## src/sv/xmcr_pkg.sv

```systemverilog
// Shared types and constants for the XMODEM checksum receiver core.
// No dependencies; imported by xmodem_checksum_receiver_core.
package xmcr_pkg;

  // Default number of payload bytes in one block
  localparam int BLOCK_BYTES_DEF = 128;

  // Results a single input can cause, and depth of the result queue
  localparam int MAX_RES   = 3;
  localparam int OQ_DEPTH  = 4;

  // Line control characters
  localparam logic [7:0] CH_SOH = 8'h01;
  localparam logic [7:0] CH_EOT = 8'h04;
  localparam logic [7:0] CH_ACK = 8'h06;
  localparam logic [7:0] CH_NAK = 8'h15;
  localparam logic [7:0] CH_CAN = 8'h18;

  // Input opcodes
  localparam logic OP_BYTE = 1'b0;
  localparam logic OP_TICK = 1'b1;

  // Configuration register indexes
  localparam logic [2:0] REG_PRE_BETA   = 3'd0;
  localparam logic [2:0] REG_MORE       = 3'd1;
  localparam logic [2:0] REG_RETRY      = 3'd2;
  localparam logic [2:0] REG_HDR_TMO    = 3'd3;
  localparam logic [2:0] REG_CHAR_TMO   = 3'd4;
  localparam logic [2:0] REG_RECORD_TMO = 3'd5;

  // Configuration reset values
  localparam logic [3:0]  RETRY_RST      = 4'd10;
  localparam logic [15:0] HDR_TMO_RST    = 16'd10000;
  localparam logic [15:0] CHAR_TMO_RST   = 16'd1000;
  localparam logic [15:0] RECORD_TMO_RST = 16'd10000;

  // Result kinds
  typedef enum logic [2:0] {
    K_SEND    = 3'd0,
    K_PAYLOAD = 3'd1,
    K_ACCEPT  = 3'd2,
    K_DISCARD = 3'd3,
    K_DONE    = 3'd4,
    K_ABORT   = 3'd5
  } kind_t;

  // Receiver phases, one-hot
  typedef enum logic [6:0] {
    PH_START   = 7'b0000001,
    PH_REC     = 7'b0000010,
    PH_RECBAR  = 7'b0000100,
    PH_PAYLOAD = 7'b0001000,
    PH_CKSUM   = 7'b0010000,
    PH_DONE    = 7'b0100000,
    PH_ABORTED = 7'b1000000
  } phase_t;

  // One result beat
  typedef struct packed {
    kind_t      kind;
    logic [7:0] value;
    logic [6:0] offset;
    logic       last;
  } result_t;

endpackage

```

## src/sv/xmodem_checksum_receiver_core.sv

```systemverilog
// XMODEM receiver (8-bit checksum): block parser, result queue, config registers.
// Depends on xmcr_pkg.
// Results of an accepted beat are registered in the result queue, whose head drives the out_ channel.
// Throughput: one input beat per cycle and one result beat per cycle while out_stall is
// low; the input stalls while the 4-entry result queue has fewer than 3 free slots.
// Reset (rst_n low, synchronous): phase waits for block start, expected record 1,
// counters cleared, queue empty, configuration at its defaults.
module xmodem_checksum_receiver_core
  import xmcr_pkg::*;
#(
  parameter int BLOCK_BYTES = BLOCK_BYTES_DEF
) (
  input  logic        clk,
  input  logic        rst_n,
  // input channel
  input  logic        in_valid,
  output logic        in_stall,
  input  logic        in_opcode,
  input  logic [7:0]  in_rx_byte,
  // result channel
  output logic        out_valid,
  input  logic        out_stall,
  output logic [2:0]  out_result_kind,
  output logic [7:0]  out_byte_value,
  output logic [6:0]  out_byte_offset,
  output logic        out_last,
  // configuration channel
  input  logic        cfg_valid,
  output logic        cfg_ready,
  input  logic [2:0]  cfg_index,
  input  logic [15:0] cfg_data
);

  localparam int CNT_W = (BLOCK_BYTES > 128) ? $clog2(BLOCK_BYTES) : 7;
  localparam int PTR_W = $clog2(OQ_DEPTH);
  localparam int OQC_W = $clog2(OQ_DEPTH + 1);
  localparam logic [CNT_W-1:0] LAST_POS = CNT_W'(BLOCK_BYTES - 1);

  // configuration registers
  logic        pre_beta_r;
  logic        more_r;
  logic [3:0]  retry_r;
  logic [15:0] hdr_tmo_r;
  logic [15:0] char_tmo_r;
  logic [15:0] record_tmo_r;

  // receiver state
  phase_t           phase_r, phase_nxt;
  logic [7:0]       exp_rec_r, exp_rec_nxt;
  logic [7:0]       hdr_rec_r, hdr_rec_nxt;
  logic [CNT_W-1:0] cnt_r, cnt_nxt;
  logic [7:0]       sum_r, sum_nxt;
  logic [3:0]       nak_r, nak_nxt;
  logic [15:0]      timer_r, timer_nxt;

  // result queue
  result_t          oq_mem [OQ_DEPTH];
  logic [PTR_W-1:0] wr_ptr_r, rd_ptr_r;
  logic [OQC_W-1:0] oq_cnt_r;

  // per-beat results
  result_t    res [MAX_RES];
  logic [1:0] n_res;

  logic            in_fire, out_fire;
  logic            do_fail, do_abort;
  logic [15:0]     limit, timer_inc;
  logic [6:0]      cnt_ext;

  assign in_stall  = (oq_cnt_r > OQC_W'(OQ_DEPTH - MAX_RES));
  assign in_fire   = in_valid & ~in_stall;
  assign out_valid = (oq_cnt_r != '0);
  assign out_fire  = out_valid & ~out_stall;
  assign cfg_ready = 1'b1;
  assign cnt_ext   = cnt_r[6:0];

  // Present the queue head
  assign out_result_kind = oq_mem[rd_ptr_r].kind;
  assign out_byte_value  = oq_mem[rd_ptr_r].value;
  assign out_byte_offset = oq_mem[rd_ptr_r].offset;
  assign out_last        = oq_mem[rd_ptr_r].last;

  // Decode one beat: next state and up to three results
  always_comb begin
    phase_nxt   = phase_r;
    exp_rec_nxt = exp_rec_r;
    hdr_rec_nxt = hdr_rec_r;
    cnt_nxt     = cnt_r;
    sum_nxt     = sum_r;
    nak_nxt     = nak_r;
    timer_nxt   = timer_r;
    do_fail     = 1'b0;
    do_abort    = 1'b0;
    n_res       = 2'd0;
    limit       = hdr_tmo_r;
    timer_inc   = (timer_r == 16'hFFFF) ? timer_r : timer_r + 16'd1;
    for (int k = 0; k < MAX_RES; k++) begin
      res[k] = '{kind: K_SEND, value: 8'h00, offset: 7'h00, last: 1'b0};
    end

    if (in_opcode == OP_TICK) begin
      // Count a tick and check the phase's timeout
      case (phase_r)
        PH_START:   limit = hdr_tmo_r;
        PH_PAYLOAD: limit = record_tmo_r;
        default:    limit = char_tmo_r;
      endcase
      if (phase_r != PH_DONE && phase_r != PH_ABORTED) begin
        timer_nxt = timer_inc;
        do_fail   = (timer_inc >= limit);
      end
    end else begin
      case (phase_r)
        PH_START: begin
          if (in_rx_byte == CH_SOH) begin
            phase_nxt = PH_REC;
            timer_nxt = '0;
          end else if (in_rx_byte == CH_EOT) begin
            if (!pre_beta_r) begin
              res[n_res] = '{kind: K_SEND, value: CH_ACK, offset: 7'h00, last: 1'b0};
              n_res      = n_res + 2'd1;
            end
            if (more_r) begin
              res[n_res] = '{kind: K_SEND, value: CH_NAK, offset: 7'h00, last: 1'b0};
              n_res      = n_res + 2'd1;
            end
            res[n_res] = '{kind: K_DONE, value: 8'h00, offset: 7'h00, last: 1'b0};
            n_res      = n_res + 2'd1;
            phase_nxt  = PH_DONE;
            timer_nxt  = '0;
          end else if (in_rx_byte == CH_CAN) begin
            do_abort = 1'b1;
          end else begin
            do_fail = 1'b1;
          end
        end
        PH_REC: begin
          hdr_rec_nxt = in_rx_byte;
          phase_nxt   = PH_RECBAR;
          timer_nxt   = '0;
        end
        PH_RECBAR: begin
          if (({1'b0, hdr_rec_r} + {1'b0, in_rx_byte}) != 9'd255) begin
            do_fail = 1'b1;
          end else begin
            cnt_nxt   = '0;
            sum_nxt   = '0;
            phase_nxt = PH_PAYLOAD;
            timer_nxt = '0;
          end
        end
        PH_PAYLOAD: begin
          // Emit the byte and fold it into the checksum
          res[0]  = '{kind: K_PAYLOAD, value: in_rx_byte, offset: cnt_ext, last: 1'b0};
          n_res   = 2'd1;
          sum_nxt = sum_r + in_rx_byte;
          cnt_nxt = cnt_r + 1'b1;
          if (cnt_r == LAST_POS) begin
            phase_nxt = PH_CKSUM;
            timer_nxt = '0;
          end
        end
        PH_CKSUM: begin
          if (in_rx_byte != sum_r) begin
            do_fail = 1'b1;
          end else if (hdr_rec_r == exp_rec_r) begin
            res[0]      = '{kind: K_ACCEPT, value: 8'h00, offset: 7'h00, last: 1'b0};
            res[1]      = '{kind: K_SEND, value: CH_ACK, offset: 7'h00, last: 1'b0};
            n_res       = 2'd2;
            exp_rec_nxt = exp_rec_r + 8'd1;
            nak_nxt     = '0;
            phase_nxt   = PH_START;
            timer_nxt   = '0;
          end else if (hdr_rec_r == exp_rec_r - 8'd1) begin
            res[0]    = '{kind: K_DISCARD, value: 8'h00, offset: 7'h00, last: 1'b0};
            res[1]    = '{kind: K_SEND, value: CH_ACK, offset: 7'h00, last: 1'b0};
            n_res     = 2'd2;
            nak_nxt   = '0;
            phase_nxt = PH_START;
            timer_nxt = '0;
          end else begin
            do_abort = 1'b1;
          end
        end
        default: ;
      endcase
    end

    // Failed block: NAK and retry, or give up
    if (do_fail) begin
      cnt_nxt = '0;
      sum_nxt = '0;
      if (nak_r < retry_r) begin
        nak_nxt   = nak_r + 4'd1;
        res[0]    = '{kind: K_DISCARD, value: 8'h00, offset: 7'h00, last: 1'b0};
        res[1]    = '{kind: K_SEND, value: CH_NAK, offset: 7'h00, last: 1'b0};
        n_res     = 2'd2;
        phase_nxt = PH_START;
        timer_nxt = '0;
      end else begin
        do_abort = 1'b1;
      end
    end

    // Abort: send CAN and stop
    if (do_abort) begin
      res[0]    = '{kind: K_SEND, value: CH_CAN, offset: 7'h00, last: 1'b0};
      res[1]    = '{kind: K_ABORT, value: 8'h00, offset: 7'h00, last: 1'b0};
      n_res     = 2'd2;
      phase_nxt = PH_ABORTED;
      timer_nxt = '0;
    end

    // Mark the final result of this beat
    if (n_res != 2'd0) begin
      res[n_res - 2'd1].last = 1'b1;
    end
  end

  // Configuration registers
  always_ff @(posedge clk) begin
    if (!rst_n) begin
      pre_beta_r   <= 1'b0;
      more_r       <= 1'b0;
      retry_r      <= RETRY_RST;
      hdr_tmo_r    <= HDR_TMO_RST;
      char_tmo_r   <= CHAR_TMO_RST;
      record_tmo_r <= RECORD_TMO_RST;
    end else if (cfg_valid && cfg_ready) begin
      case (cfg_index)
        REG_PRE_BETA:   pre_beta_r   <= cfg_data[0];
        REG_MORE:       more_r       <= cfg_data[0];
        REG_RETRY:      retry_r      <= cfg_data[3:0];
        REG_HDR_TMO:    hdr_tmo_r    <= cfg_data;
        REG_CHAR_TMO:   char_tmo_r   <= cfg_data;
        REG_RECORD_TMO: record_tmo_r <= cfg_data;
        default: ;
      endcase
    end
  end

  // Receiver state: advance on each accepted beat
  always_ff @(posedge clk) begin
    if (!rst_n) begin
      phase_r   <= PH_START;
      exp_rec_r <= 8'd1;
      hdr_rec_r <= 8'd0;
      cnt_r     <= '0;
      sum_r     <= 8'd0;
      nak_r     <= 4'd0;
      timer_r   <= 16'd0;
    end else if (in_fire) begin
      phase_r   <= phase_nxt;
      exp_rec_r <= exp_rec_nxt;
      hdr_rec_r <= hdr_rec_nxt;
      cnt_r     <= cnt_nxt;
      sum_r     <= sum_nxt;
      nak_r     <= nak_nxt;
      timer_r   <= timer_nxt;
    end
  end

  // Result queue storage: push up to three entries per beat
  always_ff @(posedge clk) begin
    if (in_fire) begin
      for (int k = 0; k < MAX_RES; k++) begin
        if (2'(k) < n_res) begin
          oq_mem[wr_ptr_r + PTR_W'(k)] <= res[k];
        end
      end
    end
  end

  // Result queue pointers and fill count
  always_ff @(posedge clk) begin
    if (!rst_n) begin
      wr_ptr_r <= '0;
      rd_ptr_r <= '0;
      oq_cnt_r <= '0;
    end else begin
      if (in_fire) begin
        wr_ptr_r <= wr_ptr_r + PTR_W'(n_res);
      end
      if (out_fire) begin
        rd_ptr_r <= rd_ptr_r + PTR_W'(1);
      end
      oq_cnt_r <= oq_cnt_r + (in_fire ? OQC_W'(n_res) : OQC_W'(0))
                           - (out_fire ? OQC_W'(1) : OQC_W'(0));
    end
  end

endmodule
```

## config.mk

```make
export PLATFORM = sky130hd
export DESIGN_NAME = xmodem_checksum_receiver_core
export DESIGN_NICKNAME = d
export VERILOG_FILES = /design/src/sv/xmcr_pkg.sv /design/src/sv/xmodem_checksum_receiver_core.sv
export SDC_FILE = /design/constraint.sdc
export NUM_CORES = 1
export LEC_CHECK = 0
export BUFFER_PORTS_ARGS = -buffer_cell sky130_fd_sc_hd__buf_2
export CORE_AREA = 2 2 115 200
export CTS_CLUSTER_DIAMETER = 50
export DETAILED_ROUTE_END_ITERATION = 8
export DIE_AREA = 0 0 117 202
export HOLD_SLACK_MARGIN = 0.12
export PLACE_DENSITY_LB_ADDON = 0.12
export SLEW_MARGIN = 15
export SYNTH_ARGS = -nofsm -noshare
export SYNTH_HDL_FRONTEND = slang
export SYNTH_SLANG_ARGS = --single-unit
export TNS_END_PERCENT = 30
```

## constraint.sdc

```tcl
create_clock -name clk -period 5.5 [get_ports clk]
set_clock_uncertainty 0.15 [all_clocks]
set_input_delay 1.375 -clock clk [delete_from_list [all_inputs] [get_ports clk]]
set_output_delay 1.375 -clock clk [all_outputs]
set_load 0.02 [all_outputs]
```

==> results of run 1 <==
## layout make-up
class / count / area share [%]
Multi-Input combinational cell: 858 / 47.81
Sequential cell: 197 / 39.24
Clock buffer: 21 / 4.028
Timing Repair Buffer: 81 / 3.965
Tap cell: 296 / 3.089
Clock inverter: 11 / 1.117
Inverter: 24 / 0.7513
## layer usage
metal / routed length (um) / share of wire [%] / vias up
li1: - / - / 4192
met1: 10180 / 37 / 4053
met2: 15190 / 56 / 172
met3: 754 / 2.8 / 60
met4: 1039 / 3.8 / 0
met5: 0 / 0 / -
## per-stage QoR
step                      cells  utilization, %
after global placement     1455           51.49
final                      1488           54.33
after global routing       1488           54.33
after floorplan            1148               -
after detailed placement   1455           51.49
after CTS                  1487           54.28
## cells in the final DEF (no fill, tap or decap), types with 30 or more instances in the layout
cell type	instances
a21oi_1	92
dfxtp_1	121
nand3_1	51
nor2_1	91
o21ai_0	30
xnor2_1	34
ha_1	46
edfxtp_1	76
and2_1	49
nand2_1	159
buf_2	53
## flip-flops by register name, indices dropped and copies added, names as in the netlist, 8 cells and up, named ones only
signal and flops:
char_tmo_r 16, exp_rec_r 8, hdr_rec_r 8, hdr_tmo_r 16, oq_mem 76, record_tmo_r 16, sum_r 8, timer_r 16
## cells by family (layout without fill, tap and decap cells)
family                   Yosys count  count (layout)  share of synthesized area [%]
AND/OR/NAND/NOR                  475             475                          21.75
AO/OA/AOI/OAI                    229             229                          13.89
buffers and inverters             93             137                          3.671
multiplexers                      48              48                          6.671
flip-flops                       197             197                          43.54
adder cells (fa/ha/maj)           51              51                          6.068
XOR/XNOR                          54              54                          4.378
other                              1               1                        0.03471
## worst max-delay path: stages, from the launching register on
cell	delay, ns
dfxtp_1	0.44
and4_1	0.33
nand4_1	0.17
nor3_1	0.27
nor2_1	0.11
and3_1	0.23
and3_1	0.21
xor2_1	0.16
ha_1	0.31
o2111ai_1	0.12
a2111o_1	0.42
a41oi_1	0.32
or2_4	0.25
and2_4	0.23
o21ai_0	0.15
ha_1	0.30
inv_1	0.05
fa_1	0.43
xnor2_1	0.17
nor2_1	0.05
## what timing repair did
action,4_1_cts,5_1_grt
gates resized for setup,0,1
buffers inserted,0,1
endpoints found under the setup margin,0,14
## worst paths after layout
kind | cells after the start | to | start | slack [ns]
setup / recovery | 19 | oq_cnt_r[2]$_SDFF_PN0_ | timer_r[2]$_SDFFE_PN0P_ | 0.47
hold / removal | 2 | hdr_tmo_r[7]$_SDFFE_PN0P_ | hdr_tmo_r[7]$_SDFFE_PN0P_ | 0.31
setup reg to reg | 19 | oq_cnt_r[2]$_SDFF_PN0_ | timer_r[2]$_SDFFE_PN0P_ | 0.47
hold reg to reg | 2 | hdr_tmo_r[7]$_SDFFE_PN0P_ | hdr_tmo_r[7]$_SDFFE_PN0P_ | 0.31
## power by group through the flow
stage	logic [mW]	registers, mW	clock network (mW)
after detailed placement	0.674	1.68	0
after global placement	0.668	1.68	0
final	0.662	1.64	1.30
after CTS	0.675	1.65	1.34
after global routing	0.736	1.65	1.39
after floorplan	0.486	1.65	0
==> results.toml, run 1 <==
[final_layout]
n_antenna_cell = 0
n_fill_cell = 2085
multiInputGateArea_um2 = 5733
num-nets-final = 1261
layout-drive-gt1-share_pct = 13.76
design_area_um2 = 11990
area_delta_synth_final_pct = 10.98
register_area_um2 = 4705

[synthesis]
postSynthAreaPerCell_um2 = 9.411
ys_async_sr_fraction_pct = 0
ys_ff_latch = 197
yosysWarningCount = 0
yosysTopAreaCellShare_pct = 22.42
synth-seq-area-share_pct = 43.54
syn-num-nets = 1230
yosys-top-cells-count = "nand2_1, dfxtp_1, a21oi_1, nor2_1, edfxtp_1"
yosys.area.top_type = "dfxtp_1"
synth_cells = 1148
synth_most_common_cell = "nand2_1"
synth-main-ff-cell = "dfxtp_1"
synthTopCellsByArea = "dfxtp_1, edfxtp_1, nand2_1"
ys_types = 82
netlist_area_um2 = 10800
synth-edff-count = 76

[critical_path]
critPathKind = "register to register"
cp_data_arrival_time_ns = 5.18
crit_fanout = 11
start_kind = "register"
critical_path_required_ns = 5.65
end_kind = "register"

[cts]
clk_latency_ns = 0.44
htree_levels = 4
clock-sinks = 197
clk_pin_slew_worst_paths_ns = 0.07
tritoncts.num_buffers = 17
clockRootBuffer = "clkbuf_16"
hold_buffers = 0
cts_tree = "yes"
cts_buffer_depth = 2

[sta]
setup-tns-final_ns = 0
slew_viol_final = 0
finalCritPeriodShare_pct = 91.45
fmax_mhz = 198.8
period_needed_ns = 5.030
hold_slack_ns = 0.3052
layout_setup_ws_ns = 0.4702
worstMarginPinSlew_ns = 0.9450
rsz0062_at_grt = "no"
setup_viol = 0
finalHoldViolCount = 0
relSlewSlack_pct = 36.10

[grt]
grt_pass1_vias = 8462
met1_usage_pct = 25.28
grt_pass1_wl_mm = 44.02
met2_usage_pct = 46.00
busiest_layer = "met2"
overflow = 0
use_met3_pct = 3.658
grt_max_degree = 74
grt_usage_pct = 24.16
grt_antenna_before_repair = 0

[routing]
ant_nets = 0
drt_iter0_markers = 578
wl_per_cell_um = 18.26
drc = 0
vias_per_cell = 5.697
routed_wl_mm = 27.17
vias = 8477
dr.pass1.iters = 7

[pwr]
clock_power_share_pct = 36.1
ir_drop_mv = 0.1542
fin_total_pwr_mw = 3.610
p_leak_nw = 4.651
switching_power_mw = 0.9985
intPower_mw = 2.612
comb_power_share_pct = 18.3
powerDensity_nw_per_um2 = 301.1
switching_share_pct = 27.66
p_seq_share_pct = 45.5

[placed_design]
place_congestion = 0.9080
placed_area_um2 = 11360
hpwlAfterDp_mm = 20.12
dpl_worst_slack_ns = 0.2158
io_buffers = 53

[run]
cap_viol_max_count = 0

[floorplanning]
core_um2 = 22070
dieArea_um2 = 23630
num_rows = 72
io_pins = 55
initial_utilization_pct = 48.95
die_y_um = 202
die_w_um = 117

[worst_hold_path]
hold_class = "register to register"

[status]
outcome = "complete, no violations"
No activity file was read; power rests on OpenSTA's default activity.
==> run 2: changes to the inputs <==
--- a/config.mk
+++ b/config.mk
@@ -6,10 +6,12 @@
 export NUM_CORES = 1
 export LEC_CHECK = 0
 export BUFFER_PORTS_ARGS = -buffer_cell sky130_fd_sc_hd__buf_2
-export CORE_AREA = 2 2 115 200
+export CELL_PAD_IN_SITES_DETAIL_PLACEMENT = 2
+export CELL_PAD_IN_SITES_GLOBAL_PLACEMENT = 2
+export CORE_AREA = 2 2 134 235
 export CTS_CLUSTER_DIAMETER = 50
 export DETAILED_ROUTE_END_ITERATION = 8
-export DIE_AREA = 0 0 117 202
+export DIE_AREA = 0 0 136 237
 export HOLD_SLACK_MARGIN = 0.12
 export PLACE_DENSITY_LB_ADDON = 0.12
 export SLEW_MARGIN = 15
==> results.toml, run 2 (same netlist as run 1, synthesis figures left out) <==
[floorplanning]
io_pins = 55
core_um2 = 30420
dieArea_um2 = 32230
die_y_um = 237
die_w_um = 136
num_rows = 85
initial_utilization_pct = 35.52

[sta]
finalCritPeriodShare_pct = 94.47
setup_viol = 0
finalHoldViolCount = 0
fmax_mhz = 192.5
worstMarginPinSlew_ns = 0.9809
setup-tns-final_ns = 0
slew_viol_final = 0
relSlewSlack_pct = 34.52
period_needed_ns = 5.196

[final_layout]
design_area_um2 = 12190
final_core_util_pct = 40.07
largest_register = "oq_mem"
area_delta_synth_final_pct = 12.80
n_antenna_cell = 0
fin_cells = 1592
final_common_cell = "nand2_1"
n_fill_cell = 3395
final_cell_mix = "nand2_1, dfxtp_1, a21oi_1"
num-nets-final = 1270
largest_reg_flops = 76
layout-drive-gt1-share_pct = 14.74

[status]
outcome = "complete, no violations"

[placed_design]
hpwlAfterDp_mm = 26.68
place_congestion = 0.8401
io_buffers = 53
dpl.cell_count = 1559
placed_area_um2 = 11550

[critical_path]
critical_path_required_ns = 5.67
start_kind = "register"
cp_slowest_cell = "dfxtp_1"
cp_cell_sequence = "and4_2, nand4_1, buf_4, or3_1, inv_1, nand3_1, mux2_2, ha_1, nand2_1, a2111o_1, a41oi_2, or2_4, and2_4, o21ai_0, ha_1, inv_1, fa_1, xnor2_1, nor2_1"
cp_slowest_stage_delay_ns = 0.45
end_kind = "register"
crit_fanout = 11
cp_data_arrival_time_ns = 5.36
critPathKind = "register to register"
path_buf_inv = 3
cpLargestDelayFamily = "simple AND/OR/NAND/NOR gates"

[pwr]
clock_power_share_pct = 36.3
switching_power_mw = 1.121
ir_drop_mv = 0.2365
p_leak_nw = 4.687
powerDensity_nw_per_um2 = 302.1
switching_share_pct = 30.45
p_seq_share_pct = 44.7
comb_power_share_pct = 18.9
intPower_mw = 2.560

[cts]
cts_tree = "yes"
clockRootBuffer = "clkbuf_16"
cts_buffer_depth = 2
clock-sinks = 197
clk_latency_ns = 0.47
hold_buffers = 0
tritoncts.num_buffers = 17
clk_pin_slew_worst_paths_ns = 0.08
htree_levels = 4

[grt]
overflow = 0
grt_pass1_wl_mm = 55.61
grt_antenna_before_repair = 0
grt_max_degree = 73
grt_usage_pct = 22.71
grt_pass1_vias = 9822

[worst_hold_path]
hold_class = "register to register"

[routing]
vias_per_cell = 5.579
routed_wl_mm = 35.19
vias = 8882
dr.pass1.iters = 4
drc = 0
wl_per_cell_um = 22.10
ant_nets = 0
drt_iter0_markers = 359

[run]
cap_viol_max_count = 0
[run 2: cell count changes in the layout (fill, tap and decap cells not counted), sizes merged]
| cell | previous run | this run |
|---|---|---|
| clkbuf | 21 | 17 |
| clkinv | 3 | 4 |
| buf | 81 | 90 |
| bufinv | 3 | 2 |
| inv | 28 | 32 |
[run 2: worst min-delay path: stages, from the launching register on]
cell	delay, ns
dfxtp_1	0.32
nand2_1	0.05
a21oi_1	0.05
[run 2: metal layers]
metal  vias up  share of wire, %  global-route usage (%)
li1       4199                 -                       -
met1      4523                36                   22.38
met2       112                60                   46.26
met3        48               1.5                   2.676
met4         0               3.0                   8.744
met5         -                 0                       0
[run 2: what timing repair did]
item	CTS	global route
setup buffers	0	1
gates resized for setup	1	4
endpoints found under the setup margin	4	12
hold endpoints to repair	0	0
pin swaps	0	1
[run 2: cell type report]
class / instances / area (um2) / share of cell area, %
tap: 391 / 489.2 / 4.014
timing repair buffer: 90 / 543.0 / 4.456
sequential: 197 / 4705 / 38.60
clock buffer: 17 / 425.4 / 3.491
inverter: 24 / 90.09 / 0.7392
multi-input combinational: 858 / 5751 / 47.19
clock inverter: 15 / 183.9 / 1.509
[run 2: through the flow]
step / power (mW) / hold WS (ns) / setup slack, ns
2_1_floorplan: 2.140 / 0.2860 / -0.1366
3_3_place_gp: 2.372 / 0.2938 / 0.2081
3_5_place_dp: 2.396 / 0.3033 / 0.03713
4_1_cts: 3.739 / 0.3146 / 0.1149
5_1_grt: 3.847 / 0.3341 / -0.04009
6_report: 3.681 / 0.3108 / 0.3043
[run 2: path summary, 6_finish.rpt]
| path | startpoint | endpoint | slack (ns) | cells after the start |
|---|---|---|---|---|
| worst max-delay path | timer_r[2]$_SDFFE_PN0P_ | oq_cnt_r[2]$_SDFF_PN0_ | 0.30 | 19 |
| worst min-delay path | hdr_tmo_r[1]$_SDFFE_PN0P_ | hdr_tmo_r[1]$_SDFFE_PN0P_ | 0.31 | 2 |
| worst max register to register | timer_r[2]$_SDFFE_PN0P_ | oq_cnt_r[2]$_SDFF_PN0_ | 0.30 | 19 |
| worst min register to register | hdr_tmo_r[1]$_SDFFE_PN0P_ | hdr_tmo_r[1]$_SDFFE_PN0P_ | 0.31 | 2 |
[run 2: power by group through the flow]
stage | combinational (mW) | sequential, mW | clock (mW)
after CTS | 0.716 | 1.65 | 1.37
after detailed placement | 0.713 | 1.68 | 0
after global routing | 0.767 | 1.66 | 1.42
after floorplan | 0.486 | 1.65 | 0
final | 0.697 | 1.65 | 1.34
after global placement | 0.694 | 1.68 | 0
==> run 3: changes to the inputs <==
--- a/config.mk
+++ b/config.mk
@@ -8,10 +8,10 @@
 export BUFFER_PORTS_ARGS = -buffer_cell sky130_fd_sc_hd__buf_2
 export CELL_PAD_IN_SITES_DETAIL_PLACEMENT = 2
 export CELL_PAD_IN_SITES_GLOBAL_PLACEMENT = 2
-export CORE_AREA = 2 2 134 235
-export CTS_CLUSTER_DIAMETER = 50
+export CORE_AREA = 2 2 128 223
+export CTS_CLUSTER_DIAMETER = 40
 export DETAILED_ROUTE_END_ITERATION = 8
-export DIE_AREA = 0 0 136 237
+export DIE_AREA = 0 0 130 225
 export HOLD_SLACK_MARGIN = 0.12
 export PLACE_DENSITY_LB_ADDON = 0.12
 export SLEW_MARGIN = 15
==> constraint.sdc (replaced) <==
create_clock -name clk -period 5.6 [get_ports clk]
set_clock_uncertainty 0.15 [all_clocks]
set_input_delay 1.4 -clock clk [delete_from_list [all_inputs] [get_ports clk]]
set_output_delay 1.4 -clock clk [all_outputs]
set_load 0.02 [all_outputs]
==> results.toml, run 3 (same netlist as run 1, synthesis figures left out) <==
[status]
outcome = "complete, no violations"

[grt]
grt_antenna_before_repair = 0
overflow = 0
grt_pass1_vias = 9470
grt_max_degree = 74
grt_pass1_wl_mm = 53.03
grt_usage_pct = 23.95

[routing]
wl_per_cell_um = 21.58
drc = 0
ant_nets = 0
vias = 8724
dr.pass1.iters = 4
drt_iter0_markers = 346
vias_per_cell = 5.589
routed_wl_mm = 33.68

[cts]
clockRootBuffer = "clkbuf_16"
clk_pin_slew_worst_paths_ns = 0.08
cts_tree = "yes"
clock-sinks = 197
clk_latency_ns = 0.46
tritoncts.num_buffers = 17
htree_levels = 4
post_cts_buffers = 0
cts_buffer_depth = 2

[placed_design]
io_buffers = 53
place_congestion = 0.8231
hpwlAfterDp_mm = 25.52
placed_area_um2 = 11460
dpl_worst_slack_ns = 0.2357

[sta]
slew_viol_final = 0
setup_viol = 0
layout_setup_ws_ns = 0.3283
fmax_mhz = 189.7
finalCritPeriodShare_pct = 94.14
rsz0062_at_grt = "no"
hold_slack_ns = 0.3094
relSlewSlack_pct = 34.84
setup-tns-final_ns = 0
period_needed_ns = 5.272
worstMarginPinSlew_ns = 0.9761
finalHoldViolCount = 0

[critical_path]
cp_cell_sequence = "and4_1, nand4_1, or3_4, and2_1, nand4_1, xnor2_1, ha_1, a21o_1, a21oi_1, a2111o_1, a41oi_1, a2bb2oi_2, o311a_1, and3_1, o21bai_1, o22ai_1"
cp_data_arrival_time_ns = 5.31
cpMostUsedCell = "nand4_1"
cpLargestDelayFamily = "compound AO/OA/AOI/OAI gates"
critPathKind = "register to register"
start_kind = "register"
path_buf_inv = 0
critical_path_required_ns = 5.64
cp_slowest_cell = "or3_4"
ff2ff_setup_slack_ns = 0.33
end_kind = "register"
cp_slowest_stage_delay_ns = 0.53
crit_fanout = 10

[floorplanning]
die_w_um = 130
num_rows = 80
initial_utilization_pct = 39.54
dieArea_um2 = 29250
core_um2 = 27330
die_y_um = 225
io_pins = 55

[final_layout]
final_common_cell = "nand2_1"
largest_register = "oq_mem"
largest_reg_flops = 76
n_antenna_cell = 0
n_fill_cell = 3006
final_cell_mix = "nand2_1, dfxtp_1, nor2_1, a21oi_1, edfxtp_1"
layout-drive-gt1-share_pct = 13.59
area_delta_synth_final_pct = 11.34
num-nets-final = 1261
design_area_um2 = 12030

[pwr]
fin_total_pwr_mw = 3.517
powerDensity_nw_per_um2 = 292.4
ir_drop_mv = 0.2134
p_leak_nw = 4.618

[run]
cap_viol_max_count = 0

[worst_hold_path]
hold_class = "register to register"
==> run 3: cell type report <==
| type | count | area, um2 | share of cell area, % |
|---|---|---|---|
| Clock buffer | 17 | 425.4 | 3.537 |
| Sequential cell | 197 | 4705 | 39.11 |
| Timing Repair Buffer | 81 | 475.5 | 3.953 |
| Tap cell | 369 | 461.7 | 3.838 |
| Clock inverter | 15 | 142.6 | 1.186 |
| Inverter | 24 | 90.09 | 0.7489 |
| Multi-Input combinational cell | 858 | 5729 | 47.63 |
==> run 3: stage by stage <==
stage	utilization [%]	instances
floorplan	-	1148
detailed placement	41.92	1529
finish	44.02	1561
global route	44.02	1561
CTS	44.00	1561
global placement	41.92	1529
==> run 3: worst register-to-register path: stages, from the launching register on <==
cell       delay (ns)
dfxtp_1          0.44
and4_1           0.32
nand4_1          0.27
or3_4            0.53
and2_1           0.24
nand4_1          0.17
xnor2_1          0.11
ha_1             0.33
a21o_1           0.13
a21oi_1          0.08
a2111o_1         0.37
a41oi_1          0.30
a2bb2oi_2        0.49
o311a_1          0.42
and3_1           0.28
o21bai_1         0.24
o22ai_1          0.14
==> run 3: metal layers <==
layer / wire (um) / track usage (%) / vias to the layer above / share of wire (%)
met5: 0 / 0 / - / 0
met1: 12390 / 24.14 / 4378 / 37
li1: - / - / 4173 / -
met3: 533 / 2.873 / 52 / 1.6
met4: 1048 / 9.469 / 0 / 3.1
met2: 19710 / 48.05 / 121 / 59
==> run 3: power by group <==
| group | internal [mW] | switching, mW | leakage, nW |
|---|---|---|---|
| combinational | 0.260 | 0.412 | 2.66 |
| clock | 0.624 | 0.603 | 0.276 |
| sequential | 1.57 | 0.0502 | 1.68 |
| total | 2.45 | 1.07 | 4.62 |
==> run 3: final timing paths <==
check	startpoint	to	depth (start not counted)
hold reg to reg	hdr_tmo_r[14]$_SDFFE_PN0P_	hdr_tmo_r[14]$_SDFFE_PN0P_	2
setup / recovery	timer_r[2]$_SDFFE_PN0P_	oq_mem[1][12]$_SDFFCE_PP0P_	16
setup reg to reg	timer_r[2]$_SDFFE_PN0P_	oq_mem[1][12]$_SDFFCE_PP0P_	16
hold / removal	hdr_tmo_r[14]$_SDFFE_PN0P_	hdr_tmo_r[14]$_SDFFE_PN0P_	2
==> run 3: timing repair <==
action	4_1_cts	5_1_grt
resized for setup	0	1
hold buffers	0	0
endpoints found under the setup margin	0	5
